`src/rtl/core/byte_fifo_with_urgent_mark_top_macros.svh`:
```
// Assertion macros for the byte FIFO with urgent mark.
`ifndef BYTE_FIFO_WITH_URGENT_MARK_TOP_MACROS_SVH
`define BYTE_FIFO_WITH_URGENT_MARK_TOP_MACROS_SVH
`ifndef NO_ASSERTIONS
`define BFUM_ASSERT_IMPLIES(label, clk, rst_n, cond, expr) \
  label: assert property (@(posedge clk) disable iff (!rst_n) (cond) |-> (expr)) \
    else $error("assertion failed");
`define BFUM_ASSERT_NEXT(label, clk, rst_n, cond, expr) \
  label: assert property (@(posedge clk) disable iff (!rst_n) (cond) |=> (expr)) \
    else $error("assertion failed");
`else
`define BFUM_ASSERT_IMPLIES(label, clk, rst_n, cond, expr)
`define BFUM_ASSERT_NEXT(label, clk, rst_n, cond, expr)
`endif
`endif

```
`src/rtl/core/bfum_pkg.sv`:
```
package bfum_pkg;

  localparam int DEPTH_DEF = 4096;
  localparam int OP_W      = 3;
  localparam int DATA_W    = 8;

  localparam logic [OP_W-1:0] OP_PUSH       = 3'd0;
  localparam logic [OP_W-1:0] OP_POP        = 3'd1;
  localparam logic [OP_W-1:0] OP_MARK       = 3'd2;
  localparam logic [OP_W-1:0] OP_CLEAR_MARK = 3'd3;
  localparam logic [OP_W-1:0] OP_QUERY      = 3'd4;

  typedef struct packed {
    logic capture;
    logic exec;
  } cmd_t;

endpackage

```
`src/rtl/core/bfum_ctrl.sv`:
```
`include "byte_fifo_with_urgent_mark_top_macros.svh"

module bfum_ctrl (
  input  logic            clk,
  input  logic            rst_n,
  input  logic            start,
  output logic            busy,
  output logic            out_valid,
  output bfum_pkg::cmd_t  cmd
);

  typedef enum logic [2:0] {
    ST_IDLE  = 3'b001,
    ST_EXEC  = 3'b010,
    ST_REPLY = 3'b100
  } state_t;

  state_t state_r;
  state_t state_nxt;

  always_comb begin
    state_nxt   = state_r;
    cmd.capture = 1'b0;
    cmd.exec    = 1'b0;
    case (state_r)
      ST_IDLE, ST_REPLY: begin
        if (start) begin
          cmd.capture = 1'b1;
          state_nxt   = ST_EXEC;
        end else begin
          state_nxt = ST_IDLE;
        end
      end
      ST_EXEC: begin
        cmd.exec  = 1'b1;
        state_nxt = ST_REPLY;
      end
      default: begin
        state_nxt = ST_IDLE;
      end
    endcase
  end

  always_ff @(posedge clk) begin
    if (!rst_n) begin
      state_r <= ST_IDLE;
    end else begin
      state_r <= state_nxt;
    end
  end

  assign busy      = (state_r == ST_EXEC);
  assign out_valid = (state_r == ST_REPLY);

  `BFUM_ASSERT_NEXT(a_transfer_runs_exec, clk, rst_n, start && !busy, busy)
  `BFUM_ASSERT_NEXT(a_exec_then_reply, clk, rst_n, busy, out_valid && !busy)
  `BFUM_ASSERT_IMPLIES(a_reply_not_busy, clk, rst_n, out_valid, !busy)

endmodule

```
`config.mk`:
```
export PLATFORM = sky130hd
export DESIGN_NAME = bfum_ctrl
export DESIGN_NICKNAME = d
export VERILOG_FILES = /design/src/rtl/core/bfum_pkg.sv /design/src/rtl/core/bfum_ctrl.sv
export VERILOG_INCLUDE_DIRS = /design/src /design/src/rtl/core
export SDC_FILE = /design/constraint.sdc
export NUM_CORES = 1
export LEC_CHECK = 0
export BUFFER_PORTS_ARGS = -buffer_cell sky130_fd_sc_hd__buf_2
export CAP_MARGIN = 20
export CORE_AREA = 2 2 39 41
export CTS_CLUSTER_DIAMETER = 40
export DETAILED_ROUTE_END_ITERATION = 10
export DIE_AREA = 0 0 41 43
export SETUP_SLACK_MARGIN = 0.02
export SLEW_MARGIN = 5
export SYNTH_ARGS = -nofsm -noshare
export SYNTH_HDL_FRONTEND = slang
export SYNTH_SLANG_ARGS = --single-unit
```
`constraint.sdc`:
```
create_clock -name clk -period 0.9 [get_ports clk]
set_clock_uncertainty 0.05 [all_clocks]
set_input_delay 0.045 -clock clk [delete_from_list [all_inputs] [get_ports clk]]
set_output_delay 0.045 -clock clk [all_outputs]
set_load 0.01 [all_outputs]
```
# Word-level counts from Yosys, hierarchy flattened
# Index checks and enable logic that the tools add are counted.
# op_classes
reduce_logical	1
muxes	5
eq_ne	3
# ops
operator	count
3-bit case mux with 2 select lines	1
3-bit by 1-bit == test with 1-bit output, second input constant	1
3-bit by 2-bit == test with 1-bit output, second input constant	1
3-bit == test, second input constant	1
1-bit two-way mux	3
2-bit two-way mux	1
2-bit OR reduction	1
# word_totals
input_bits	3
regBits	3
elab_cells	10
out_inout_bits	4

# Logic depth before layout (Yosys ltp)
# Gate-level depths: netlist of the first run.
# depth
depth_word	3
ltp_mapped	3
mapped_depth_nobuf	2

# Least setup slack after synthesis of the first run
# No wires, ideal clock.
# synth_timing
kind	flip-flop to flip-flop
from	reg state_r[0]
to	reg state_r[0]
path_slack_ns	-0.012
t_required_ns	0.720
path_buffers	0
arrival_ns	0.732
synth_period_minus_slack_ns	0.912
stages_incl_launch_ff	3
setup_ns	0.130
path_cell_list	dfxtp_1 -> nor3b_2 -> a2bb2oi_1
# synth_between
word_cells_on_any_way	5
cone_classes	eq/ne: 3; mux: 1; reduce/logical: 1
# synth_rtl
element	line_no	source
start, declared	bfum_ctrl.sv:18	state_t state_r;
start signal, assigned	bfum_ctrl.sv:48	state_r <= state_nxt;
3-bit by 2-bit == test with 1-bit output	-	
net busy	bfum_ctrl.sv:7	output logic busy,
3-bit case mux with 2 select lines	bfum_ctrl.sv:25	case (state_r)
# The timed path passes the listed nets, and every way through them passes these cells.
# A chain may end at the register's enable or synchronous reset.

==> results of run 1 <==
## final timing paths
check                             endpoint  slack, ps  cells after the start
worst max-delay path                cmd[0]       -260                      3
worst min-delay path            state_r[1]         40                      3
worst max register to register  state_r[0]       -140                      4
worst min register to register  state_r[1]        520                      2
## layout make-up
| cell class | count | area share [%] |
|---|---|---|
| Multi-Input combinational cell | 8 | 32.2 |
| Sequential cell | 3 | 24.3 |
| Timing Repair Buffer | 11 | 26.2 |
| Clock buffer | 4 | 9.81 |
| Tap cell | 16 | 7.48 |
## per-layer routing
metal	up-vias	global-route usage, %	routed length, um
met5	-	0	0
met4	0	14.0	11
met3	2	3.14	8
met2	4	5.94	200
met1	70	3.54	124
li1	72	-	-
## critical path, cell delays in order, from the launching register on
cell     delay, ps
dfxtp_2        330
buf_4          140
nor3b_4        200
buf_2          160
## cells in the final DEF, fill, tap and decap left out
master | Yosys | routed
clkbuf_1 | 0 | 1
dfxtp_1 | 3 | 1
and2_1 | 1 | 1
buf_4 | 2 | 4
dfxtp_4 | 0 | 1
a2bb2oi_1 | 1 | 1
nor3b_4 | 0 | 1
xnor2_2 | 0 | 1
nor2_1 | 1 | 1
buf_2 | 0 | 6
dlygate4sd3_1 | 0 | 1
dfxtp_2 | 0 | 1
nor3b_2 | 1 | 2
nand3b_1 | 1 | 1
clkbuf_4 | 0 | 3
## power breakdown
part	switching [W]	leakage (nW)	internal, W
sequential	0.00000883	0.0252	0.000141
clock	0.0000761	0.0150	0.000167
combinational	0.0000226	0.0817	0.0000386
total	0.000108	0.122	0.000346
## timing repair
action / CTS / global route
hold endpoints to repair: 2 / 0
buffers inserted: 3 / 0
pin swaps: 2 / 1
setup endpoints to repair: 6 / 7
hold buffers: 1 / 0
gates resized for setup: 4 / 2
## through the flow
stage | hold slack [ps] | area (um^2)
5_1_grt | 60.7 | 268
4_1_cts | 32.6 | 255
3_5_place_dp | 209 | 186
2_1_floorplan | 85.3 | 144
3_3_place_gp | 202 | 186
6_report | 36.6 | 268
## logic make-up after synthesis
logic type / after synthesis / synth area share (%)
compound gates: 1 / 6.36
xor+xnor: 1 / 6.36
buf+inv: 2 / 10.9
flops: 3 / 43.6
simple gates: 6 / 32.7
==> impl_metrics.ini, run 1 <==
[status]
status = complete, but fails checks
violations = setup timing

[cts]
path_clk_slew_ps = 40
cts_sinks = 3
cts_tree = built
clk_latency_ps = 240
cts_buffers = 3
cts-root-buf = clkbuf_4
htree_num_levels = 1
cts.path.max_buffers = 2

[critical_path]
cp-startpoint = state_r[2]
reg2reg_from = state_r[2]
worstSetupStartpointType = flip-flop
cp.arrival_ps = 1070
crit_type = reg2out
end_kind = output port
cp_max_fo = 3
worstPathRequired_ps = 810

[floorplan]
io_pins = 7
die_x_um = 41
num_rows = 14
dieArea_um2 = 1760
core_area_um2 = 1380
die-height_um = 43
initial_utilization_pct = 9.95

[yosys]
yosysWarnings = 0
synth_edf_count = 0
yosysSeqAreaShare_pct = 43.6
synthArstFlopShare_pct = 0
yosysTopAreaCellShare_pct = 43.6
synthCells = 13
yosysTopAreaCell = dfxtp_1
netlist_area_um2 = 138
synth.most_common_cell = dfxtp_1
yosysUniqueCellTypes = 9
synth_area_per_cell_um2 = 10.6
synth.top_cells.by_area = dfxtp_1, buf_4, nor3b_1, nor3b_2, a2bb2oi_1
synth_common_cells = dfxtp_1, buf_4, nor3b_1
synth_fp_nets = 16
synthFlopType = dfxtp_1
ys_ff_latch = 3

[timing]
hold_viol_final = 0
period_share_pct = 129
maxSlewViolCount = 0
post-route-min-period_ps = 1160
relSlewSlack_pct = 85.7
worstMarginPinSlew_ps = 213
setup_slack_ps = -261
clock.fmax_mhz = 861
setup_violations = 6
grt_setup_unrepaired = true
setup_tns_ps = -1200

[placement]
pre_cts_ws_ps = -57.4
dpl.cell_count = 34
port_buffers = 6
place_hpwl_um = 217
place_congestion = 0.582

[power]
power.leakage_nw = 0.122
power_density_nw_per_um2 = 1690
p_total_w = 0.000454
peakVddDrop_uv = 305

[detailed_routing]
viasPerCell = 3.52
dr_total_vias = 148
drc_errors = 0
wl_um = 345
ant_nets = 0
wl_per_cell_um = 8.21
dr.pass1.iters = 2
dr.first_iter.drc_count = 1

[cells_and_area]
drive_above_1_share_pct = 73.1
syn2layout_area_growth_pct = 94.5
fill_cells = 156
regMostFlops = state_r
top_regs = state_r x3
post-route-util_pct = 19.3
final-seq-area_um2 = 65.1
fin_nets = 30
stdcell_count = 42
largest_reg_flops = 3
n_antenna_cell = 0
multi_input_area_um2 = 86.3

[global_routing]
grt_pass1_vias = 135
grt.total_usage_pct = 5.72
antenna_found_initial = 0
grt_pass1_wl_um = 503
grt_max_degree = 5
gr-total-overflow = 0

[run]
drv_cap = 0

[hold_path]
hold_path_class = in2reg
min_from = start
(Power assumes the default switching activity.)
==> run 2: changes to the inputs <==
- PLACE_DENSITY_LB_ADDON: default -> 0.05
==> impl_metrics.ini, run 2 (same netlist as run 1, synthesis figures left out) <==
[critical_path]
slowest_stage = dfxtp_4
rr_worst_depth = 3
worstSetupStartpointType = flip-flop
cp_max_fo = 3
crit_type = reg2out
path_cells = xnor2_4, nor3b_2, buf_2
max_stage_delay_ps = 360
worstPathRequired_ps = 810
end_kind = output port
cp.arrival_ps = 1030

[timing]
maxSlewViolCount = 0
relSlewSlack_pct = 88.4
hold_viol_final = 0
worstMarginPinSlew_ps = 173
grt_setup_unrepaired = true
setup_violations = 6
post-route-min-period_ps = 1130
period_share_pct = 125
clock.fmax_mhz = 887
setup_slack_ps = -227

[status]
violations = setup timing
status = complete, but fails checks

[cells_and_area]
n_antenna_cell = 0
fin_nets = 28
fill_cells = 155
multi_input_area_um2 = 101
layout.cells.most_common = buf_2
largest_reg_flops = 3
final-seq-area_um2 = 71.3
syn2layout_area_growth_pct = 99.1
post-route-util_pct = 19.8
drive_above_1_share_pct = 79.2
final_cell_mix = buf_2, clkbuf_4, dfxtp_4
top_regs = state_r x3
regMostFlops = state_r

[global_routing]
gr-total-overflow = 0
grt_pass1_vias = 144
grt_pass1_wl_um = 545
grt.total_usage_pct = 5.23
grt_max_degree = 5
antenna_found_initial = 0

[hold_path]
hold_path_depth = 3
hold_path_class = in2reg

[floorplan]
initial_utilization_pct = 9.95
io_pins = 7
dieArea_um2 = 1760
num_rows = 14
core_area_um2 = 1380
die-height_um = 43
die_x_um = 41

[cts]
htree_num_levels = 1
cts_sinks = 3
clk_latency_ps = 230
cts.path.max_buffers = 2
cts-root-buf = clkbuf_4
cts_tree = built
cts_buffers = 3
path_clk_slew_ps = 40

[placement]
place_congestion = 0.578
port_buffers = 6
place_hpwl_um = 231
pre_cts_ws_ps = -71.4

[power]
peakVddDrop_uv = 306
power_density_nw_per_um2 = 1640
power.leakage_nw = 0.116
p_total_w = 0.000450

[run]
drv_cap = 0

[detailed_routing]
dr_total_vias = 132
viasPerCell = 3.30
dr.first_iter.drc_count = 3
drc_errors = 0
dr.pass1.iters = 2
wl_per_cell_um = 8.30
ant_nets = 0
wl_um = 332
## run 2: routing by layer
| layer | GRT usage, % | up-vias | share of wire [%] |
|---|---|---|---|
| met3 | 1.57 | 0 | 4.2 |
| li1 | - | 66 | - |
| met4 | 8.00 | 0 | 0 |
| met1 | 6.45 | 61 | 40 |
| met2 | 5.31 | 5 | 56 |
| met5 | 0 | - | 0 |
## run 2: final timing paths
path | startpoint | end | slack [ps]
setup / recovery | state_r[0] | cmd[1] | -230
hold / removal | rst_n | state_r[1] | 70
setup reg to reg | state_r[2] | state_r[2] | -60
hold reg to reg | state_r[1] | state_r[1] | 540
## run 2: final cells by class
cell class                      count  area share (%)
Multi-Input combinational cell      8            37.0
Sequential cell                     3            26.0
Clock buffer                        4            9.59
Timing Repair Buffer                9            20.1
Tap cell                           16            7.31
## run 2: timing repair
item                       CTS  global route
setup buffers                1             1
gates resized for setup      7             4
setup endpoints to repair    7             6
pin swaps                    2             5
hold buffers                 1             0
hold endpoints to repair     2             0
## run 2: through the flow
| stage | setup TNS [ps] | area, um^2 | hold slack, ps | cells |
|---|---|---|---|---|
| 2_1_floorplan | -6.23 | 144 | 85.3 | 13 |
| 3_3_place_gp | -207 | 179 | 228 | 33 |
| 3_5_place_dp | -141 | 179 | 217 | 33 |
| 4_1_cts | -951 | 253 | 32.1 | 39 |
| 5_1_grt | -1160 | 274 | 76.4 | 40 |
| 6_report | -828 | 274 | 67.5 | 40 |
## run 2: power breakdown
part	internal [W]	total [W]	switching, W	leakage, nW
registers	0.000138	0.000151	0.0000132	0.0261
clock network	0.000166	0.000235	0.0000690	0.0150
logic	0.0000422	0.0000636	0.0000214	0.0752
## run 2: critical path: cells and delay by family, from the launching register on
kind | cells | cell delay, ps
xor gates and xnor gates | 1 | 150
buffers and inverters | 1 | 150
DFF | 1 | 360
and+or+nand+nor | 1 | 150
